### config.mk
export PLATFORM = sky130hd
export DESIGN_NAME = midi_byte_stream_parser_flat
export DESIGN_NICKNAME = d
export VERILOG_FILES = /design/src/sv/mbsp_pkg.sv /design/src/sv/mbsp_in_if.sv /design/src/sv/mbsp_out_if.sv /design/src/sv/mbsp_front.sv /design/src/sv/mbsp_queue.sv /design/src/sv/mbsp_back.sv /design/src/sv/midi_byte_stream_parser.sv /design/src/flat_wrapper.sv
export VERILOG_INCLUDE_DIRS = /design/src /design/src/sv
export SDC_FILE = /design/constraint.sdc
export NUM_CORES = 1
export LEC_CHECK = 0
export BUFFER_PORTS_ARGS = -buffer_cell sky130_fd_sc_hd__buf_2
export CAP_MARGIN = 20
export CORE_ASPECT_RATIO = 1.2
export CORE_MARGIN = 5
export CORE_UTILIZATION = 40
export CTS_BUF_LIST = sky130_fd_sc_hd__clkbuf_4 sky130_fd_sc_hd__clkbuf_8 sky130_fd_sc_hd__clkbuf_16
export CTS_CLUSTER_DIAMETER = 150
export DETAILED_ROUTE_END_ITERATION = 10
export GPL_TIMING_DRIVEN = 0
export PLACE_DENSITY = 0.64
export SYNTH_ARGS = -nofsm -noshare
export SYNTH_HDL_FRONTEND = slang
export SYNTH_SLANG_ARGS = --single-unit
### constraint.sdc
create_clock -name clk -period 6.6 [get_ports clk]
set_input_delay 0.66 -clock clk [delete_from_list [all_inputs] [get_ports clk]]
set_output_delay 0.66 -clock clk [all_outputs]
set_load 0.005 [all_outputs]
### src/sv/midi_byte_stream_parser_assert.svh
// Assertion macros shared by the MIDI byte stream parser RTL.
// Depends on nothing; included by the top level.
`ifndef MIDI_BYTE_STREAM_PARSER_ASSERT_SVH
`define MIDI_BYTE_STREAM_PARSER_ASSERT_SVH

// Condition that must hold at every clock edge outside reset.
`define MBSP_ASSERT_ALWAYS(name, clk, rst, expr, msg) \
  name: assert property (@(posedge clk) disable iff (rst) (expr)) else $error(msg);

// Implication checked in the same cycle.
`define MBSP_ASSERT_IMPLIES(name, clk, rst, ante, cons, msg) \
  name: assert property (@(posedge clk) disable iff (rst) (ante) |-> (cons)) \
    else $error(msg);

`endif

### src/sv/mbsp_pkg.sv
// Package of the MIDI byte stream parser: status constants, event codes,
// byte classes and the structs passed between the front, queue and back.
`timescale 1ns / 1ps

package mbsp_pkg;

  // Status byte values.
  localparam logic [7:0] ST_SYSEX     = 8'hF0;
  localparam logic [7:0] ST_MTC       = 8'hF1;
  localparam logic [7:0] ST_SONGPOS   = 8'hF2;
  localparam logic [7:0] ST_SONGSEL   = 8'hF3;
  localparam logic [7:0] ST_TUNE      = 8'hF6;
  localparam logic [7:0] ST_EOX       = 8'hF7;
  localparam logic [7:0] ST_REALTIME  = 8'hF8;
  localparam logic [3:0] HI_PROG      = 4'hC;
  localparam logic [3:0] HI_CHAN_AT   = 4'hD;

  // Event codes on event_res.
  localparam logic [4:0] EV_MTC       = 5'd7;
  localparam logic [4:0] EV_SONGPOS   = 5'd8;
  localparam logic [4:0] EV_SONGSEL   = 5'd9;
  localparam logic [4:0] EV_TUNE      = 5'd10;
  localparam logic [4:0] EV_SYSEX     = 5'd11;
  localparam logic [4:0] EV_CLOCK     = 5'd12;
  localparam logic [4:0] EV_TICK      = 5'd13;
  localparam logic [4:0] EV_START     = 5'd14;
  localparam logic [4:0] EV_CONTINUE  = 5'd15;
  localparam logic [4:0] EV_STOP      = 5'd16;
  localparam logic [4:0] EV_SENSING   = 5'd17;
  localparam logic [4:0] EV_RESET     = 5'd18;
  localparam logic [4:0] EV_UNKNOWN   = 5'd19;

  // Depth of the queue between front and back.
  localparam int QUEUE_DEPTH = 2;
  localparam int QPTR_W      = $clog2(QUEUE_DEPTH);
  localparam int QLVL_W      = $clog2(QUEUE_DEPTH + 1);

  typedef enum logic [3:0] {
    CLS_REALTIME    = 4'd0,  // F8..FF
    CLS_SYSEX_START = 4'd1,  // F0
    CLS_EOX         = 4'd2,  // F7
    CLS_COMMON1     = 4'd3,  // F1, F3
    CLS_COMMON2     = 4'd4,  // F2
    CLS_TUNE        = 4'd5,  // F6
    CLS_UNDEF       = 4'd6,  // F4, F5
    CLS_CHAN_STATUS = 4'd7,  // 80..EF
    CLS_DATA        = 4'd8   // 00..7F
  } cls_t;

  typedef struct packed {
    cls_t       cls;
    logic [7:0] rx;
    logic [4:0] rt_event;
  } item_t;

  typedef struct packed {
    logic [4:0] event_res;
    logic [7:0] status_byte;
    logic [7:0] first_data;
    logic [7:0] second_data;
    logic [3:0] midi_channel;
    logic [8:0] msg_length;
    logic       last_of_run;
    logic       sysex_overflow;
  } result_t;

endpackage

### src/sv/mbsp_in_if.sv
// Input channel of the MIDI byte stream parser: one received byte per
// transaction. Depends on nothing.
`timescale 1ns / 1ps

interface mbsp_in_if;
  logic       valid;
  logic       ready;
  logic [7:0] rx_byte;

  modport source (output valid, output rx_byte, input ready);
  modport sink (input valid, input rx_byte, output ready);
endinterface

### src/sv/mbsp_out_if.sv
// Output channel of the MIDI byte stream parser: one decoded item per
// transaction. Depends on nothing.
`timescale 1ns / 1ps

interface mbsp_out_if;
  logic       valid;
  logic       ready;
  logic [4:0] event_res;
  logic [7:0] status_byte;
  logic [7:0] first_data;
  logic [7:0] second_data;
  logic [3:0] midi_channel;
  logic [8:0] msg_length;
  logic       last_of_run;
  logic       sysex_overflow;

  modport source (output valid, output event_res, output status_byte, output first_data,
                  output second_data, output midi_channel, output msg_length,
                  output last_of_run, output sysex_overflow, input ready);
  modport sink (input valid, input event_res, input status_byte, input first_data,
                input second_data, input midi_channel, input msg_length,
                input last_of_run, input sysex_overflow, output ready);
endinterface

### src/sv/mbsp_front.sv
// Front end: classifies each received byte and hands it to the queue.
// Depends on mbsp_pkg and mbsp_in_if.
`timescale 1ns / 1ps

module mbsp_front (
  mbsp_in_if.sink       in_ch,
  input  logic          q_ready,
  output logic          q_push,
  output mbsp_pkg::item_t q_item
);

  logic [7:0] b;

  assign b           = in_ch.rx_byte;
  assign in_ch.ready = q_ready;
  assign q_push      = in_ch.valid && q_ready;

  always_comb begin
    q_item          = '0;
    q_item.rx       = b;
    q_item.cls      = mbsp_pkg::CLS_DATA;
    q_item.rt_event = mbsp_pkg::EV_UNKNOWN;
    if (b >= mbsp_pkg::ST_REALTIME) begin
      q_item.cls = mbsp_pkg::CLS_REALTIME;
      unique case (b[2:0])
        3'd0:    q_item.rt_event = mbsp_pkg::EV_CLOCK;
        3'd1:    q_item.rt_event = mbsp_pkg::EV_TICK;
        3'd2:    q_item.rt_event = mbsp_pkg::EV_START;
        3'd3:    q_item.rt_event = mbsp_pkg::EV_CONTINUE;
        3'd4:    q_item.rt_event = mbsp_pkg::EV_STOP;
        3'd6:    q_item.rt_event = mbsp_pkg::EV_SENSING;
        3'd7:    q_item.rt_event = mbsp_pkg::EV_RESET;
        default: q_item.rt_event = mbsp_pkg::EV_UNKNOWN;
      endcase
    end else if (b[7:4] == 4'hF) begin
      unique case (b[2:0]) inside
        3'd0:      q_item.cls = mbsp_pkg::CLS_SYSEX_START;
        3'd1, 3'd3: q_item.cls = mbsp_pkg::CLS_COMMON1;
        3'd2:      q_item.cls = mbsp_pkg::CLS_COMMON2;
        3'd6:      q_item.cls = mbsp_pkg::CLS_TUNE;
        3'd7:      q_item.cls = mbsp_pkg::CLS_EOX;
        default:   q_item.cls = mbsp_pkg::CLS_UNDEF;
      endcase
    end else if (b[7]) begin
      q_item.cls = mbsp_pkg::CLS_CHAN_STATUS;
    end
  end

endmodule

### src/sv/mbsp_queue.sv
// Short queue of classified bytes between the front and the back end.
// Depends on mbsp_pkg.
`timescale 1ns / 1ps

module mbsp_queue (
  input  logic                          clk,
  input  logic                          rst,
  input  logic                          push,
  input  mbsp_pkg::item_t               push_item,
  output logic                          push_ready,
  input  logic                          pop,
  output logic                          pop_valid,
  output mbsp_pkg::item_t               pop_item,
  output logic [mbsp_pkg::QLVL_W-1:0]   level
);

  mbsp_pkg::item_t                slots [mbsp_pkg::QUEUE_DEPTH];
  logic [mbsp_pkg::QPTR_W-1:0]    wr_ptr;
  logic [mbsp_pkg::QPTR_W-1:0]    rd_ptr;

  assign push_ready = level != mbsp_pkg::QLVL_W'(mbsp_pkg::QUEUE_DEPTH);
  assign pop_valid  = level != '0;
  assign pop_item   = slots[rd_ptr];

  always_ff @(posedge clk) begin
    if (rst) begin
      wr_ptr <= '0;
      rd_ptr <= '0;
      level  <= '0;
    end else begin
      if (push) begin
        wr_ptr <= wr_ptr + 1'b1;
      end
      if (pop) begin
        rd_ptr <= rd_ptr + 1'b1;
      end
      if (push && !pop) begin
        level <= level + 1'b1;
      end else if (pop && !push) begin
        level <= level - 1'b1;
      end
    end
  end

  always_ff @(posedge clk) begin
    if (push) begin
      slots[wr_ptr] <= push_item;
    end
  end

endmodule

### src/sv/mbsp_back.sv
// Back end: keeps the running status, system common and SysEx state and
// builds the decoded items in an output register. Depends on mbsp_pkg, mbsp_out_if.
`timescale 1ns / 1ps

module mbsp_back #(
  parameter int SYSEX_CAPACITY = 256
) (
  input  logic            clk,
  input  logic            rst,
  input  logic            q_valid,
  input  mbsp_pkg::item_t q_item,
  output logic            q_pop,
  mbsp_out_if.source      out_ch
);

  localparam int CW = $clog2(SYSEX_CAPACITY + 1);

  logic [7:0]    run_status, run_status_next;
  logic [1:0]    chan_expected, chan_expected_next;
  logic          chan_count, chan_count_next;
  logic [7:0]    chan_first_byte, chan_first_byte_next;
  logic [7:0]    common_status, common_status_next;
  logic [1:0]    common_expected, common_expected_next;
  logic          common_count, common_count_next;
  logic [7:0]    common_first_byte, common_first_byte_next;
  logic          sysex_active, sysex_active_next;
  logic [CW-1:0] sysex_count, sysex_count_next;
  logic          sysex_dropped, sysex_dropped_next;

  logic              emit;
  mbsp_pkg::result_t res;
  mbsp_pkg::result_t out_res;
  logic              out_valid;
  logic [7:0]        b;
  logic              kept;

  assign b     = q_item.rx;
  assign q_pop = q_valid && (!out_valid || out_ch.ready);

  always_comb begin
    run_status_next        = run_status;
    chan_expected_next     = chan_expected;
    chan_count_next        = chan_count;
    chan_first_byte_next   = chan_first_byte;
    common_status_next     = common_status;
    common_expected_next   = common_expected;
    common_count_next      = common_count;
    common_first_byte_next = common_first_byte;
    sysex_active_next      = sysex_active;
    sysex_count_next       = sysex_count;
    sysex_dropped_next     = sysex_dropped;
    emit                   = 1'b0;
    res                    = '0;
    kept                   = 1'b0;

    if (q_item.cls == mbsp_pkg::CLS_REALTIME) begin
      // Realtime leaves all message state untouched.
      emit            = 1'b1;
      res.event_res   = q_item.rt_event;
      res.status_byte = b;
      res.msg_length  = 9'd1;
      res.last_of_run = 1'b1;
    end else if (q_item.cls == mbsp_pkg::CLS_SYSEX_START) begin
      // A new SysEx abandons any open one.
      common_status_next = '0;
      common_count_next  = 1'b0;
      sysex_active_next  = 1'b1;
      sysex_dropped_next = 1'b0;
      sysex_count_next   = CW'(1);
      emit               = 1'b1;
      res.event_res      = mbsp_pkg::EV_SYSEX;
      res.status_byte    = mbsp_pkg::ST_SYSEX;
      res.first_data     = b;
      res.msg_length     = 9'd1;
    end else if (sysex_active) begin
      kept = sysex_count < CW'(SYSEX_CAPACITY);
      if (kept) begin
        sysex_count_next = sysex_count + 1'b1;
      end else begin
        sysex_dropped_next = 1'b1;
      end
      res.event_res   = mbsp_pkg::EV_SYSEX;
      res.status_byte = mbsp_pkg::ST_SYSEX;
      res.first_data  = b;
      res.msg_length  = 9'(sysex_count_next);
      if (q_item.cls == mbsp_pkg::CLS_EOX) begin
        sysex_active_next  = 1'b0;
        emit               = 1'b1;
        res.last_of_run    = 1'b1;
        res.sysex_overflow = sysex_dropped_next;
      end else begin
        emit = kept;
      end
    end else begin
      unique case (q_item.cls) inside
        mbsp_pkg::CLS_COMMON1, mbsp_pkg::CLS_COMMON2, mbsp_pkg::CLS_TUNE,
        mbsp_pkg::CLS_UNDEF, mbsp_pkg::CLS_EOX: begin
          common_status_next   = '0;
          common_count_next    = 1'b0;
          common_expected_next = 2'd0;
          if (q_item.cls == mbsp_pkg::CLS_COMMON1) begin
            common_status_next   = b;
            common_expected_next = 2'd1;
          end else if (q_item.cls == mbsp_pkg::CLS_COMMON2) begin
            common_status_next   = b;
            common_expected_next = 2'd2;
          end else begin
            emit            = 1'b1;
            res.event_res   = (q_item.cls == mbsp_pkg::CLS_TUNE) ? mbsp_pkg::EV_TUNE
                                                                 : mbsp_pkg::EV_UNKNOWN;
            res.status_byte = b;
            res.msg_length  = 9'd1;
            res.last_of_run = 1'b1;
          end
        end
        mbsp_pkg::CLS_CHAN_STATUS: begin
          common_status_next = '0;
          common_count_next  = 1'b0;
          run_status_next    = b;
          chan_count_next    = 1'b0;
          chan_expected_next = (b[7:4] == mbsp_pkg::HI_PROG ||
                                b[7:4] == mbsp_pkg::HI_CHAN_AT) ? 2'd1 : 2'd2;
        end
        mbsp_pkg::CLS_DATA: begin
          if (common_status != '0) begin
            if (!common_count && common_expected == 2'd2) begin
              common_first_byte_next = b;
              common_count_next      = 1'b1;
            end else begin
              common_status_next = '0;
              common_count_next  = 1'b0;
              emit               = 1'b1;
              res.status_byte    = common_status;
              res.last_of_run    = 1'b1;
              if (common_status == mbsp_pkg::ST_MTC) begin
                res.event_res = mbsp_pkg::EV_MTC;
              end else if (common_status == mbsp_pkg::ST_SONGPOS) begin
                res.event_res = mbsp_pkg::EV_SONGPOS;
              end else begin
                res.event_res = mbsp_pkg::EV_SONGSEL;
              end
              if (common_expected == 2'd2) begin
                res.first_data  = common_first_byte;
                res.second_data = b;
                res.msg_length  = 9'd3;
              end else begin
                res.first_data = b;
                res.msg_length = 9'd2;
              end
            end
          end else if (run_status != '0) begin
            if (chan_expected == 2'd2 && !chan_count) begin
              chan_first_byte_next = b;
              chan_count_next      = 1'b1;
            end else begin
              chan_count_next  = 1'b0;
              emit             = 1'b1;
              res.event_res    = {2'b00, run_status[6:4]};
              res.status_byte  = run_status;
              res.midi_channel = run_status[3:0];
              res.last_of_run  = 1'b1;
              if (chan_expected == 2'd2) begin
                res.first_data  = chan_first_byte;
                res.second_data = b;
                res.msg_length  = 9'd3;
              end else begin
                res.first_data = b;
                res.msg_length = 9'd2;
              end
            end
          end
        end
        default: begin
          emit = 1'b0;
        end
      endcase
    end
  end

  always_ff @(posedge clk) begin
    if (rst) begin
      run_status        <= '0;
      chan_expected     <= '0;
      chan_count        <= 1'b0;
      chan_first_byte   <= '0;
      common_status     <= '0;
      common_expected   <= '0;
      common_count      <= 1'b0;
      common_first_byte <= '0;
      sysex_active      <= 1'b0;
      sysex_count       <= '0;
      sysex_dropped     <= 1'b0;
      out_valid         <= 1'b0;
    end else begin
      if (q_pop) begin
        run_status        <= run_status_next;
        chan_expected     <= chan_expected_next;
        chan_count        <= chan_count_next;
        chan_first_byte   <= chan_first_byte_next;
        common_status     <= common_status_next;
        common_expected   <= common_expected_next;
        common_count      <= common_count_next;
        common_first_byte <= common_first_byte_next;
        sysex_active      <= sysex_active_next;
        sysex_count       <= sysex_count_next;
        sysex_dropped     <= sysex_dropped_next;
        out_valid         <= emit;
      end else if (out_ch.ready) begin
        out_valid <= 1'b0;
      end
    end
  end

  always_ff @(posedge clk) begin
    if (q_pop && emit) begin
      out_res <= res;
    end
  end

  assign out_ch.valid          = out_valid;
  assign out_ch.event_res      = out_res.event_res;
  assign out_ch.status_byte    = out_res.status_byte;
  assign out_ch.first_data     = out_res.first_data;
  assign out_ch.second_data    = out_res.second_data;
  assign out_ch.midi_channel   = out_res.midi_channel;
  assign out_ch.msg_length     = out_res.msg_length;
  assign out_ch.last_of_run    = out_res.last_of_run;
  assign out_ch.sysex_overflow = out_res.sysex_overflow;

endmodule

### src/sv/midi_byte_stream_parser.sv
// Top level of the MIDI byte stream parser: front classifier, queue, back end.
// Depends on mbsp_pkg, mbsp_in_if, mbsp_out_if, mbsp_front, mbsp_queue, mbsp_back
// and the assertion macro header.
`timescale 1ns / 1ps

// The parser takes one received MIDI byte per transaction on in_ch and gives at
// most one decoded item per byte on out_ch. It sustains one byte per clock
// cycle while out_ch does not stall: the front classifies a byte in the cycle
// it is accepted and writes it into a two-entry queue, and the back end reads
// one queued byte per cycle while the output register is empty or being taken,
// updates the running status, system common and SysEx state and loads the
// result into the output register. A byte passes the queue and the output
// register before its result is shown on out_ch. The queue lets the receiver
// keep sending while a finished result waits on out_ch: with out_ch stalled,
// in_ch fills the queue and then drops ready until the result is taken.
// The back end keeps draining whenever the output register is empty or being
// taken. Realtime bytes are reported immediately without disturbing a pending
// message. Channel messages follow running status; system common messages F1,
// F2 and F3 collect their data bytes; SysEx is streamed one item per kept
// byte, with the F7 item marked last and flagging overflow when bytes past
// SYSEX_CAPACITY were dropped. Bytes that complete nothing give no item.
module midi_byte_stream_parser #(
  parameter int SYSEX_CAPACITY = 256
) (
  input  logic        clk,
  input  logic        rst,
  mbsp_in_if.sink     in_ch,
  mbsp_out_if.source  out_ch
);

`include "midi_byte_stream_parser_assert.svh"

  logic                              q_push;
  logic                              q_ready;
  mbsp_pkg::item_t                   q_in_item;
  logic                              q_pop;
  logic                              q_valid;
  mbsp_pkg::item_t                   q_out_item;
  logic [mbsp_pkg::QLVL_W-1:0]       q_level;

  // Classification of each accepted byte.
  mbsp_front u_front (
    .in_ch   (in_ch),
    .q_ready (q_ready),
    .q_push  (q_push),
    .q_item  (q_in_item)
  );

  // Decouples the receiver side from the result side.
  mbsp_queue u_queue (
    .clk        (clk),
    .rst        (rst),
    .push       (q_push),
    .push_item  (q_in_item),
    .push_ready (q_ready),
    .pop        (q_pop),
    .pop_valid  (q_valid),
    .pop_item   (q_out_item),
    .level      (q_level)
  );

  // Message state and the output register.
  mbsp_back #(
    .SYSEX_CAPACITY (SYSEX_CAPACITY)
  ) u_back (
    .clk     (clk),
    .rst     (rst),
    .q_valid (q_valid),
    .q_item  (q_out_item),
    .q_pop   (q_pop),
    .out_ch  (out_ch)
  );

  // The queue never holds more entries than it has slots.
  `MBSP_ASSERT_ALWAYS(a_queue_bound, clk, rst,
                      q_level <= mbsp_pkg::QLVL_W'(mbsp_pkg::QUEUE_DEPTH),
                      "queue level exceeds its depth")

  // Only SysEx items may leave a message open.
  `MBSP_ASSERT_IMPLIES(a_open_is_sysex, clk, rst,
                       out_ch.valid && !out_ch.last_of_run,
                       out_ch.event_res == mbsp_pkg::EV_SYSEX,
                       "non-final item that is not SysEx")

  // Overflow is flagged only on the closing SysEx item.
  `MBSP_ASSERT_IMPLIES(a_overflow_at_end, clk, rst,
                       out_ch.valid && out_ch.sysex_overflow,
                       out_ch.last_of_run && out_ch.event_res == mbsp_pkg::EV_SYSEX,
                       "overflow flag outside SysEx end")

  // A nonzero channel only comes with a channel voice event.
  `MBSP_ASSERT_IMPLIES(a_channel_voice, clk, rst,
                       out_ch.valid && out_ch.midi_channel != 4'd0,
                       out_ch.event_res < mbsp_pkg::EV_MTC,
                       "channel set on a non-channel event")

endmodule
### src/flat_wrapper.sv
// flat-port wrapper written by rule: the top's interface ports become plain ports
module midi_byte_stream_parser_flat 
#(
  parameter int SYSEX_CAPACITY = 256
)
  (clk, rst, in_ch_valid, in_ch_rx_byte, in_ch_ready, out_ch_valid, out_ch_event_res, out_ch_status_byte, out_ch_first_data, out_ch_second_data, out_ch_midi_channel, out_ch_msg_length, out_ch_last_of_run, out_ch_sysex_overflow, out_ch_ready);
  mbsp_in_if in_ch_i ();
  mbsp_out_if out_ch_i ();
  input  logic clk;
  input  logic rst;
  input wire logic [$bits(in_ch_i.valid)-1:0] in_ch_valid;
  input wire logic [$bits(in_ch_i.rx_byte)-1:0] in_ch_rx_byte;
  output wire logic [$bits(in_ch_i.ready)-1:0] in_ch_ready;
  output wire logic [$bits(out_ch_i.valid)-1:0] out_ch_valid;
  output wire logic [$bits(out_ch_i.event_res)-1:0] out_ch_event_res;
  output wire logic [$bits(out_ch_i.status_byte)-1:0] out_ch_status_byte;
  output wire logic [$bits(out_ch_i.first_data)-1:0] out_ch_first_data;
  output wire logic [$bits(out_ch_i.second_data)-1:0] out_ch_second_data;
  output wire logic [$bits(out_ch_i.midi_channel)-1:0] out_ch_midi_channel;
  output wire logic [$bits(out_ch_i.msg_length)-1:0] out_ch_msg_length;
  output wire logic [$bits(out_ch_i.last_of_run)-1:0] out_ch_last_of_run;
  output wire logic [$bits(out_ch_i.sysex_overflow)-1:0] out_ch_sysex_overflow;
  input wire logic [$bits(out_ch_i.ready)-1:0] out_ch_ready;
  assign in_ch_i.valid = in_ch_valid;
  assign in_ch_i.rx_byte = in_ch_rx_byte;
  assign in_ch_ready = in_ch_i.ready;
  assign out_ch_valid = out_ch_i.valid;
  assign out_ch_event_res = out_ch_i.event_res;
  assign out_ch_status_byte = out_ch_i.status_byte;
  assign out_ch_first_data = out_ch_i.first_data;
  assign out_ch_second_data = out_ch_i.second_data;
  assign out_ch_midi_channel = out_ch_i.midi_channel;
  assign out_ch_msg_length = out_ch_i.msg_length;
  assign out_ch_last_of_run = out_ch_i.last_of_run;
  assign out_ch_sysex_overflow = out_ch_i.sysex_overflow;
  assign out_ch_i.ready = out_ch_ready;
  midi_byte_stream_parser #(.SYSEX_CAPACITY(SYSEX_CAPACITY)) u_core (.clk(clk), .rst(rst), .in_ch(in_ch_i), .out_ch(out_ch_i));
endmodule
# --- Word-level counts from Yosys, hierarchy flattened ---
# Memory sizes are Yosys's and may differ from the RTL's. A register that Yosys moved wholly into a read port is not among the register bits.
# Cells that the tools add are included.
totals:
  word_cells: 196
  ff_bits: 98
  output_inout_bits: 46
  mem_bits_rw: 34
  inputBits: 12
  n_memories: 1
memory_table:
  columns: ["memory", "depth", "width", "read_ports", "rd_clocked_by_memory_dff", "write_ports", "line", "source"]
  rows:
  - ["u_core.u_queue.slots", 2, 17, 1, 1, 1, "mbsp_queue.sv:17", "mbsp_pkg::item_t slots [mbsp_pkg::QUEUE_DEPTH];"]
op_classes:
  n_lt_le_gt_ge: 2
  addsub: 5
  reduce_logical: 41
  bitwise: 6
  n_eq_ne: 27
  muxes: 91
ops:
  columns: ["op", "count"]
  rows:
  - ["$mux 43", 5]
  - ["$mux 41", 2]
  - ["$mux 8", 10]
  - ["$mux 21", 2]
  - ["$mux 13", 3]
  - ["$mux 1", 36]
  - ["$pmux 5 s7", 1]
  - ["$mux 29", 1]
  - ["$mux 28", 1]
  - ["$mux 9", 3]
  - ["$pmux 13 s2", 1]
  - ["$pmux 8 s3", 1]
  - ["$mux 10", 2]
  - ["$mux 20", 1]
  - ["$mux 4", 5]
  - ["$pmux 10 s2", 1]
  - ["$mux 2", 9]
  - ["$eq 4x3->1 const B", 4]
  - ["$eq 4x4->1 const B", 4]
  - ["$eq 8x8->1 const B", 2]
  - ["$reduce_bool 8->1", 2]
  - ["$pmux 3 s5", 1]
  - ["$reduce_and 5->1", 3]
  - ["$reduce_and 7->1", 2]
  - ["36 further kinds", 70]

# --- Longest topological paths before layout ---
# Gate-level depths: netlist of run 1.
logic_depth:
  word_depth: 14
  ltp_mapped: 9
  mapped_depth_nobuf: 7

# --- By module ---
# Synthesis of run 1 repeated with hierarchy kept, for this count alone.
unflattened:
  hier_cells: 624
  area_unflattened_um2: 6610.1
modules_own_cells:
  columns: ["mod", "area_each_um2", "cells_per_inst", "seq_area_each_um2", "n_inst"]
  rows:
  - ["mbsp_back", 4953.5, 516, 2322.2, 1]
  - ["mbsp_queue", 1436.4, 75, 1121.1, 1]
  - ["mbsp_front", 220.2, 33, 0.0, 1]

# --- Least setup slack after synthesis of run 1 ---
# OpenSTA, ideal clock, no wires.
synth_timing:
  kind: "flip-flop to flip-flop"
  start: "register u_core.u_back.common_status[1]"
  end: "register u_core.u_back.out_res, in the netlist u_core.u_back.out_ch.event_res[0] (enable)"
  stages_incl_launch_ff: 6
  arrival_ns: 3.575
  n_path_buf: 0
  setup_slack_ns: 2.565
  setup_time_ns: 0.460
  period_less_slack_ns: 4.035
  required_ns: 6.140
  path_cell_list: "dfxtp_1 -> or4_4 -> a211oi_4 -> and3_1 -> o31ai_1 -> a21oi_1"
synth_via:
  elab_chain_cells: 7
synth_rtl:
  columns: ["element", "line", "source"]
  rows:
  - ["start, declared", "mbsp_back.sv:22", "logic [7:0] common_status, common_status_next;"]
  - ["start signal, assigned", "mbsp_back.sv:200", "common_status <= common_status_next;"]
  - ["$reduce_bool 8->1", "mbsp_back.sv:125", "if (common_status != '0) begin"]
  - ["$mux 1", "mbsp_back.sv:125", null]
  - ["$pmux 1 s2", "mbsp_back.sv:95", "unique case (q_item.cls) inside"]
  - ["$mux 1", "mbsp_back.sv:75", "end else if (sysex_active) begin"]
  - ["$mux 1", "mbsp_back.sv:63", "end else if (q_item.cls == mbsp_pkg::CLS_SYSEX_START) begin"]
  - ["$mux 1", "mbsp_back.sv:56", "if (q_item.cls == mbsp_pkg::CLS_REALTIME) begin"]
  - ["$logic_and 1x1->1", "mbsp_back.sv:215", "if (q_pop && emit) begin"]
  - ["end signal, assigned", "mbsp_back.sv:216", "out_res <= res;"]
  - ["end, declared", "mbsp_back.sv:32", "mbsp_pkg::result_t out_res;"]
# No other way between the ends.
# A chain may end at the register's enable or synchronous reset.

# --- Worst setup path in the final report of run 1 ---
layout_timing:
  start: "register u_core.u_back.common_status[0]"
  end: "register u_core.u_back.out_res, in the netlist u_core.u_back.out_ch.status_byte[1] (enable)"
# The elaborated chain is that of the path after synthesis.

==> reports/qor.txt, run 1 <==
==================================================================================
Nets ................................................................          695
Number of instances in the placed design ............................          873
Wire length of the first global-routing pass ........................ 27000 microns
Hold depth ..........................................................            1
#FFs+latches synth ..................................................          131
Number of warnings printed during yosys synthesis ...................            0
Post-DP HPWL ........................................................ 12400 microns
Core ar. ............................................................  16100 sq um
Crit-path max FO ....................................................           24
Floorplan die height ................................................  149 microns
Skew final ..........................................................    0.0126 ns
Yosys cell types ....................................................           66
Detailed-router iteration count before antenna repair ...............            5
Data arrival time of the critical path ..............................      3.36 ns
Internal reg-to-reg setup slack .....................................      3.41 ns
Source-to-sink clock delay at the later pin of the worst-skew pair ..      0.42 ns
Area share of the largest cell type after synthesis .................        35.2%
Average routed wire per standard cell ............................... 18.9 microns
Minimum clock period after layout ...................................      3.19 ns
Crit start category .................................................         flop
Final Hold Vio Count ................................................            0
Number of buffers created by CTS ....................................           17
Initial antenna violation count .....................................            0
Worst slew slack as a fraction of its limit .........................        28.1%
H-tree depth ........................................................            4
Master cell of the clock root buffer ................................ sky130_fd_sc_hd__clkbuf_16
Number of sinks driven by the clock tree ............................          131
Final non-filler cell total .........................................          906
Largest voltage drop on the vdd net .................................     0.211 mV
Die Area ............................................................  18900 sq um
Top area cells in the synthesized netlist ........................... sky130_fd_sc_hd__edfxtp_1, sky130_fd_sc_hd__dfxtp_1, sky130_fd_sc_hd__mux2i_1, sky130_fd_sc_hd__nor2_1, sky130_fd_sc_hd__o21ai_0
Synth top cells by count ............................................ sky130_fd_sc_hd__edfxtp_1, sky130_fd_sc_hd__nor2_1, sky130_fd_sc_hd__dfxtp_1, sky130_fd_sc_hd__o21ai_0, sky130_fd_sc_hd__a21oi_1
Logic depth of the worst setup path including buffers ...............            6
Endpoint with the worst hold slack .................................. u_core.u_queue.slots[0][11]
Slowest library cell on the worst path .............................. sky130_fd_sc_hd__o31ai_1
List of cells traversed by the critical path ........................ or4_1 -> o21ai_0 -> nor2_1 -> o31ai_1 -> a21oi_4 -> buf_16
Classification of the worst-slack hold path ......................... input pin to flop
DRC violation count after routing ...................................            0
Std cell rows .......................................................           51
RePlAce Congestion ..................................................        0.979
Unrepaired setup endpoints after global routing .....................        false
DR vias/cell ........................................................         5.72
Dominant cell by count in the synthesized netlist ................... sky130_fd_sc_hd__edfxtp_1
Crit-path leading delay family ...................................... compound AO/OA/AOI/OAI gates
GRT Total Usage .....................................................        18.3%
FMAX ................................................................    0.313 GHz
Final number of max-transition violations ...........................            0
Hold buffer count at cts ............................................            0
Iter 0 DRT Violations ...............................................          437
Grt ovf .............................................................            0
CP Data Required Time ...............................................      6.77 ns
Hold Path Origin .................................................... in_ch_rx_byte[6]
Number of buffer and inverter instances along the worst setup path ..            1
Reg-to-reg critical path startpoint ................................. u_core.u_back.common_status[0]
Post-place instance area ............................................   7080 sq um
Buffers from clock root to sink, at most ............................            2
Share of final-layout standard cells stronger than drive strength 1 .        20.7%
Total detailed-routing wirelength ................................... 17100 microns
Synthesized area per cell ...........................................   10.8 sq um
Antenna diode count .................................................            0
Slowest stage delay, CP .............................................      0.65 ns
Max Cap Viol ........................................................            0
WS Path Type ........................................................ flop to flop
PD cells ............................................................  387 nW/um^2
Most used flip-flop cell after synthesis ............................ sky130_fd_sc_hd__edfxtp_1
Tcrit/Tclk final ....................................................        48.4%
Hold Slack ..........................................................     0.440 ns
Clock transition at path regs .......................................      0.06 ns
Final setup violation count .........................................            0
Count of nets left with antenna violations after detail routing .....            0
Largest net degree at the start of global routing ...................           25
Summed instance area of the synthesized netlist .....................   6480 sq um
X dimension of the die ..............................................  126 microns
Initial standard-cell utilization of the core .......................        40.3%
Final total negative setup slack ....................................         0 ns
Endpoint kind of the worst setup timing path ........................         flop
Quantity of I/O buffers inserted on ports ...........................           57
Mapped Cells ........................................................          602
Post-synth EDFFs ....................................................           76
Post-CTS repair timing setup buffer count ...........................            0
Reg2Reg Depth .......................................................            6
Count of vias placed by the detailed router .........................         5182
Result of the run ................................................... finished, final reports clean
Post-layout instance area ...........................................   7680 sq um
Quantity of gates resized following cts .............................            0
R2R Path End ........................................................ u_core.u_back.out_ch.status_byte[1]
TritonCTS clock tree ................................................          yes
Proportion of synthesized chip area in sequential cells .............        52.2%
Dominant cell type by area after synthesis .......................... sky130_fd_sc_hd__edfxtp_1
Post-synthesis async set-or-reset flop share ........................           0%
Signed area change from the synthesized netlist to the final layout .        18.6%
Net count of the mapped netlist .....................................          616
Pin slew with the least headroom to its limit .......................      1.05 ns
Leakage power summed over all cells .................................   0.00273 uW
Via count of the first global-routing pass ..........................         5156
I/O Pins ............................................................           58
==================================================================================
[sequential cells by signal, summed over array words and instances (netlist names), 5 cells and up, named ones only]
| name | count |
|---|---|
| u_core.u_queue.slots | 32 |
| u_core.u_back.run_status | 8 |
| u_core.u_back.out_ch.msg_length | 9 |
| u_core.u_back.sysex_count | 9 |
| u_core.u_back.out_ch.event_res | 5 |
| u_core.u_back.out_ch.second_data | 8 |
| u_core.u_back.chan_first_byte | 8 |
| u_core.u_back.common_status | 8 |
| u_core.u_back.common_first_byte | 8 |
| u_core.u_back.out_ch.status_byte | 8 |
| u_core.u_back.out_ch.first_data | 8 |
[how the worst max path moves through the flow]
stage                                                     end  slack, ns                      startpoint
after CTS                 u_core.u_back.out_ch.status_byte[1]       3.43  u_core.u_back.common_status[0]
final                     u_core.u_back.out_ch.status_byte[1]       3.41  u_core.u_back.common_status[0]
after detailed placement  u_core.u_back.out_ch.status_byte[3]       3.44  u_core.u_back.common_status[0]
after global placement    u_core.u_back.out_ch.second_data[0]       1.42                            flop
after floorplan             u_core.u_back.out_ch.event_res[0]       2.57  u_core.u_back.common_status[1]
after global routing        u_core.u_back.out_ch.event_res[1]       3.24  u_core.u_back.common_status[0]
[cell type report]
type                            instances  area (sq um)
Multi-Input combinational cell        428          2890
Tap cell                              212           265
Buffer                                 34           186
Timing Repair Buffer                   60           329
Clock buffer                           19           440
Sequential cell                       131          3380
Clock inverter                         13           160
Inverter                                9          33.8
Fill cell                            1487          8400
[cells in the final DEF, fill, tap and decap left out, types with 8 or more instances in the layout]
| cell | Yosys | layout |
|---|---|---|
| sky130_fd_sc_hd__edfxtp_1 | 76 | 76 |
| sky130_fd_sc_hd__nor2_1 | 69 | 69 |
| sky130_fd_sc_hd__buf_2 | 5 | 62 |
| sky130_fd_sc_hd__dfxtp_1 | 55 | 55 |
| sky130_fd_sc_hd__o21ai_0 | 47 | 47 |
| sky130_fd_sc_hd__a21oi_1 | 35 | 34 |
| sky130_fd_sc_hd__mux2i_1 | 33 | 33 |
| sky130_fd_sc_hd__nand2_1 | 30 | 30 |
| sky130_fd_sc_hd__nand3_1 | 23 | 23 |
| sky130_fd_sc_hd__clkbuf_1 | 17 | 17 |
| sky130_fd_sc_hd__clkbuf_16 | 0 | 17 |
| sky130_fd_sc_hd__a22oi_1 | 16 | 16 |
| sky130_fd_sc_hd__nor2b_1 | 14 | 14 |
| sky130_fd_sc_hd__mux2_2 | 13 | 13 |
| sky130_fd_sc_hd__a211oi_1 | 10 | 10 |
| sky130_fd_sc_hd__o22ai_1 | 10 | 10 |
| sky130_fd_sc_hd__inv_1 | 9 | 9 |
| sky130_fd_sc_hd__nand4_1 | 8 | 8 |
| sky130_fd_sc_hd__a311oi_1 | 8 | 8 |
| sky130_fd_sc_hd__mux2_4 | 8 | 8 |
[through the flow]
step | setup WS (ns) | power [uW] | utilization [%]
6_report | 3.41 | 2980 | 47.8
5_1_grt | 3.24 | 3110 | 47.8
4_1_cts | 3.43 | 2980 | 47.8
3_5_place_dp | 3.44 | 2020 | 44.0
3_3_place_gp | 1.42 | 1990 | 43.7
2_1_floorplan | 2.57 | 1690 | -
[where the power goes]
part,internal [uW],leakage (uW),switching [uW]
registers,1050,0.00114,59.9
logic,322,0.00129,588
clock network,601,0.000296,357
[cell families after synthesis]
logic type	count (synthesis)	share of synthesized area (%)
muxes	54	9.21
and+or+nand+nor	200	16.7
xor gates and xnor gates	9	1.22
DFF	131	52.2
AOI/OAI and AO/OA	163	16.9
buffers and inverters	43	3.40
adders and majority gates	2	0.386
[layer usage]
layer | vias up | share of wire, % | GRT usage, %
li1 | 2448 | - | -
met4 | 0 | 3.1 | 8.37
met5 | - | 0 | 0
met2 | 216 | 50 | 31.1
met3 | 45 | 6.7 | 4.57
met1 | 2473 | 40 | 21.7
No activity file was read; power rests on OpenSTA's default activity.
==> run 2: changes to the inputs <==
--- a/config.mk
+++ b/config.mk
@@ -6,6 +6,7 @@
 export SDC_FILE = /design/constraint.sdc
 export NUM_CORES = 1
 export LEC_CHECK = 0
+export ABC_AREA = 1
 export BUFFER_PORTS_ARGS = -buffer_cell sky130_fd_sc_hd__buf_2
 export CAP_MARGIN = 20
 export CORE_ASPECT_RATIO = 1.2
@@ -15,7 +16,7 @@
 export CTS_CLUSTER_DIAMETER = 150
 export DETAILED_ROUTE_END_ITERATION = 10
 export GPL_TIMING_DRIVEN = 0
-export PLACE_DENSITY = 0.64
+export PLACE_DENSITY = 0.67
 export SYNTH_ARGS = -nofsm -noshare
 export SYNTH_HDL_FRONTEND = slang
 export SYNTH_SLANG_ARGS = --single-unit
==> constraint.sdc (replaced) <==
create_clock -name clk -period 2.7 [get_ports clk]
set_input_delay 0.27 -clock clk [delete_from_list [all_inputs] [get_ports clk]]
set_output_delay 0.27 -clock clk [all_outputs]
set_load 0.005 [all_outputs]
==> reports/qor.txt, run 2 <==
==================================================================================
Result of the run ................................................... finished, final reports clean   unchanged
Count of nets left with antenna violations after detail routing .....            0   unchanged
Die Area ............................................................  18200 sq um   was 18900 sq um
Multi-input gate area in the final layout ...........................   2450 sq um   was 2890 sq um
H-tree depth ........................................................            4   unchanged
Switching component of the power ....................................      2930 uW   was 1000 uW
Largest net degree at the start of global routing ...................           40   was 25
Summed instance area of the synthesized netlist .....................   6240 sq um   was 6480 sq um
TritonCTS clock tree ................................................          yes   unchanged
Flip-flop count of the largest register, all copies and words added .           32   unchanged
Antenna diode count .................................................            0   unchanged
Post-synthesis async set-or-reset flop share ........................           0%   unchanged
Hold Path Origin .................................................... in_ch_rx_byte[3]   was in_ch_rx_byte[6]
GRT Total Usage .....................................................        17.3%   was 18.3%
Worst Setup Slack post-DPL ..........................................     0.268 ns   was 3.44 ns
Number of buffers created by CTS ....................................           17   unchanged
Most used flip-flop cell after synthesis ............................ sky130_fd_sc_hd__edfxtp_1   unchanged
Tcrit/Tclk final ....................................................        90.8%   was 48.4%
Minimum clock period after layout ...................................      2.45 ns   was 3.19 ns
Endpoint kind of the worst setup timing path ........................         flop   unchanged
Count of vias placed by the detailed router .........................         5160   was 5182
Detailed-router iteration count before antenna repair ...............            5   unchanged
Core ar. ............................................................  15500 sq um   was 16100 sq um
Std cell rows .......................................................           50   was 51
Synth top cells by count ............................................ sky130_fd_sc_hd__nand2_1, sky130_fd_sc_hd__nor2_1, sky130_fd_sc_hd__edfxtp_1, sky130_fd_sc_hd__nand3_1, sky130_fd_sc_hd__inv_1   was sky130_fd_sc_hd__edfxtp_1, sky130_fd_sc_hd__nor2_1, sky130_fd_sc_hd__dfxtp_1, sky130_fd_sc_hd__o21ai_0, sky130_fd_sc_hd__a21oi_1
Commonest non-fill, non-tap cell in the layout ...................... sky130_fd_sc_hd__nand2_1   was sky130_fd_sc_hd__edfxtp_1
Top area cells in the synthesized netlist ........................... sky130_fd_sc_hd__edfxtp_1, sky130_fd_sc_hd__dfxtp_1, sky130_fd_sc_hd__nand2_1, sky130_fd_sc_hd__nand3_1, sky130_fd_sc_hd__o21ai_0   was sky130_fd_sc_hd__edfxtp_1, sky130_fd_sc_hd__dfxtp_1, sky130_fd_sc_hd__mux2i_1, sky130_fd_sc_hd__nor2_1, sky130_fd_sc_hd__o21ai_0
Combinational share of power ........................................        34.4%   was 30.6%
Met2 usage in global routing ........................................        28.8%   was 31.1%
Filler Cells Inserted ...............................................         1479   was 1487
Share of power burned in the clock network ..........................        30.2%   was 32.2%
Master cell of the clock root buffer ................................ sky130_fd_sc_hd__clkbuf_16   unchanged
X dimension of the die ..............................................  124 microns   was 126 microns
Iter 0 DRT Violations ...............................................          480   was 437
Signed area change from the synthesized netlist to the final layout .        19.3%   was 18.6%
Switching Fraction ..................................................        36.8%   was 33.7%
Internal reg-to-reg setup slack .....................................      0.25 ns   was 3.41 ns
Initial standard-cell utilization of the core .......................        40.4%   was 40.3%
Worst setup path endpoint ........................................... u_core.u_back.out_ch.first_data[3]   was u_core.u_back.out_ch.status_byte[1]
Max Cap Viol ........................................................            0   unchanged
Yosys cell types ....................................................           40   was 66
Worst slew slack as a fraction of its limit .........................        26.6%   was 28.1%
Source-to-sink clock delay at the later pin of the worst-skew pair ..      0.42 ns   about the same
Internal cell power .................................................      5030 uW   was 1970 uW
CP Data Required Time ...............................................      2.81 ns   was 6.77 ns
PD cells ............................................................ 1070 nW/um^2   was 387 nW/um^2
Crit-path max FO ....................................................           39   was 24
Number of warnings printed during yosys synthesis ...................            0   unchanged
Commonest cells after routing, fill and taps aside .................. sky130_fd_sc_hd__nand2_1, sky130_fd_sc_hd__nor2_1, sky130_fd_sc_hd__edfxtp_1, sky130_fd_sc_hd__nand3_1, sky130_fd_sc_hd__buf_2   was sky130_fd_sc_hd__edfxtp_1, sky130_fd_sc_hd__nor2_1, sky130_fd_sc_hd__buf_2, sky130_fd_sc_hd__dfxtp_1, sky130_fd_sc_hd__o21ai_0
Floorplan die height ................................................  147 microns   was 149 microns
Unrepaired setup endpoints after global routing .....................        false   unchanged
Data arrival time of the critical path ..............................      2.56 ns   was 3.36 ns
Classification of the worst-slack hold path ......................... input pin to flop   unchanged
Top reg by flops .................................................... u_core.u_queue.slots   unchanged
Post-synth EDFFs ....................................................           76   unchanged
Skew final ..........................................................   0.00770 ns   was 0.0126 ns
Synthesized area per cell ...........................................   8.54 sq um   was 10.8 sq um
Buffers from clock root to sink, at most ............................            2   unchanged
Average routed wire per standard cell ............................... 14.9 microns   was 18.9 microns
Via count of the first global-routing pass ..........................         4733   was 5156
Post-CTS repair timing setup buffer count ...........................            0   unchanged
Final Hold Vio Count ................................................            0   unchanged
Power share of the sequential group .................................        35.4%   was 37.2%
Post-DP HPWL ........................................................ 11100 microns   was 12400 microns
Final core utilization ..............................................        48.2%   was 47.8%
WS Path Type ........................................................ flop to flop   unchanged
Clock transition at path regs .......................................      0.06 ns   about the same
FMAX ................................................................    0.408 GHz   was 0.313 GHz
Reg2Reg Depth .......................................................           11   was 6
Total detailed-routing wirelength ................................... 15300 microns   was 17100 microns
Final setup violation count .........................................            0   unchanged
Leakage power summed over all cells .................................   0.00292 uW   was 0.00273 uW
Wire length of the first global-routing pass ........................ 24300 microns   was 27000 microns
Final number of max-transition violations ...........................            0   unchanged
Hold Slack ..........................................................    0.0517 ns   was 0.440 ns
Final Total Pwr .....................................................      7960 uW   was 2980 uW
DR vias/cell ........................................................         5.01   was 5.72
Dominant cell type by area after synthesis .......................... sky130_fd_sc_hd__edfxtp_1   unchanged
R2R Path End ........................................................ u_core.u_back.out_ch.first_data[3]   was u_core.u_back.out_ch.status_byte[1]
Dominant cell by count in the synthesized netlist ................... sky130_fd_sc_hd__nand2_1   was sky130_fd_sc_hd__edfxtp_1
Met1 layer usage reported by global route ...........................        21.4%   was 21.7%
Hold buffer count at cts ............................................            0   unchanged
Quantity of I/O buffers inserted on ports ...........................           56   was 57
Mapped Cells ........................................................          731   was 602
DRC violation count after routing ...................................            0   unchanged
Area share of the largest cell type after synthesis .................        36.6%   was 35.2%
Final total negative setup slack ....................................         0 ns   unchanged
Nets ................................................................          823   was 695
Most congested layer reported by global routing .....................         met2   unchanged
Initial antenna violation count .....................................            0   unchanged
Crit start category .................................................         flop   unchanged
Net count of the mapped netlist .....................................          745   was 616
Least setup slack across all paths after layout .....................     0.247 ns   was 3.41 ns
Largest voltage drop on the vdd net .................................     0.452 mV   was 0.211 mV
Quantity of gates resized following cts .............................            0   unchanged
Pin slew with the least headroom to its limit .......................      1.09 ns   was 1.05 ns
#FFs+latches synth ..................................................          131   unchanged
Global routing met3 resource utilization ............................        4.51%   was 4.57%
RePlAce Congestion ..................................................        0.915   was 0.979
Total area of sequential cells ......................................   3380 sq um   unchanged
Grt ovf .............................................................            0   unchanged
I/O Pins ............................................................           58   unchanged
Share of final-layout standard cells stronger than drive strength 1 .        18.1%   was 20.7%
Number of sinks driven by the clock tree ............................          131   unchanged
Proportion of synthesized chip area in sequential cells .............        54.2%   was 52.2%
==================================================================================
-- run 2: cell types whose count changed after synthesis, sizes merged, moves of 14 or more --
cell | previous run | this run
nand2 | 30 | 178
inv | 9 | 70
nand3 | 23 | 64
mux2i | 33 | 0
o21ai | 47 | 75
mux2 | 21 | 0
nor2 | 69 | 86
a21oi | 35 | 51
a22oi | 16 | 0
nor2b | 14 | 0
-- run 2: per-stage QoR --
step	cells	cell area, sq um
2_1_floorplan	731	6240
3_3_place_gp	995	6780
3_5_place_dp	998	6820
4_1_cts	1030	7440
5_1_grt	1030	7440
6_report	1030	7440
-- run 2: worst max-delay path, stage by stage, from the launching register on --
cell and delay, ns:
sky130_fd_sc_hd__dfxtp_1 0.39, sky130_fd_sc_hd__inv_2 0.11, sky130_fd_sc_hd__nand2_1 0.09, sky130_fd_sc_hd__nand2_1 0.12, sky130_fd_sc_hd__nand2_2 0.14, sky130_fd_sc_hd__nor2_1 0.08
sky130_fd_sc_hd__nor2_2 0.34, sky130_fd_sc_hd__nand3_1 0.16, sky130_fd_sc_hd__nand3_1 0.15, sky130_fd_sc_hd__nand2_1 0.09, sky130_fd_sc_hd__inv_2 0.19, sky130_fd_sc_hd__buf_12 0.24
-- run 2: power groups by stage --
stage          Clock (uW)  Combinational, uW  Sequential [uW]
2_1_floorplan           0               1740             2890
3_3_place_gp            0               2660             2870
3_5_place_dp            0               2730             2850
4_1_cts              2420               2740             2820
5_1_grt              2530               3040             2860
6_report             2410               2730             2820
-- run 2: layout make-up --
cell class | instances | share of cell area, %
Clock buffer | 20 | 6.34
Timing Repair Buffer | 59 | 4.24
Tap cell | 208 | 3.50
Buffer | 23 | 1.68
Clock inverter | 12 | 2.08
Inverter | 73 | 3.72
Multi-Input combinational cell | 504 | 33.0
Sequential cell | 131 | 45.5
-- run 2: logic make-up after synthesis --
| logic type | count (synthesis) | synth area share (%) |
|---|---|---|
| compound gates | 142 | 12.1 |
| xor+xnor | 7 | 0.983 |
| fa+ha+maj | 2 | 0.401 |
| buf+inv | 96 | 6.44 |
| flops | 131 | 54.2 |
| simple gates | 353 | 25.8 |
-- run 2: metal layers --
layer	vias up	share of wire, %
met2	158	50
met1	2371	42
met3	26	6.0
met4	0	2.4
met5	-	0
li1	2605	-
-- run 2: worst min-delay path by stage --
stage	to	slack, ns	cells after the start
5_1_grt	u_core.u_queue.slots[1][8]	0.05	1
6_report	u_core.u_queue.slots[0][8]	0.05	1
2_1_floorplan	u_core.u_queue.slots[0][10]	0.37	0
4_1_cts	u_core.u_queue.slots[0][8]	0.05	1
3_5_place_dp	flop	0.45	1
3_3_place_gp	u_core.u_queue.rd_ptr	0.44	1
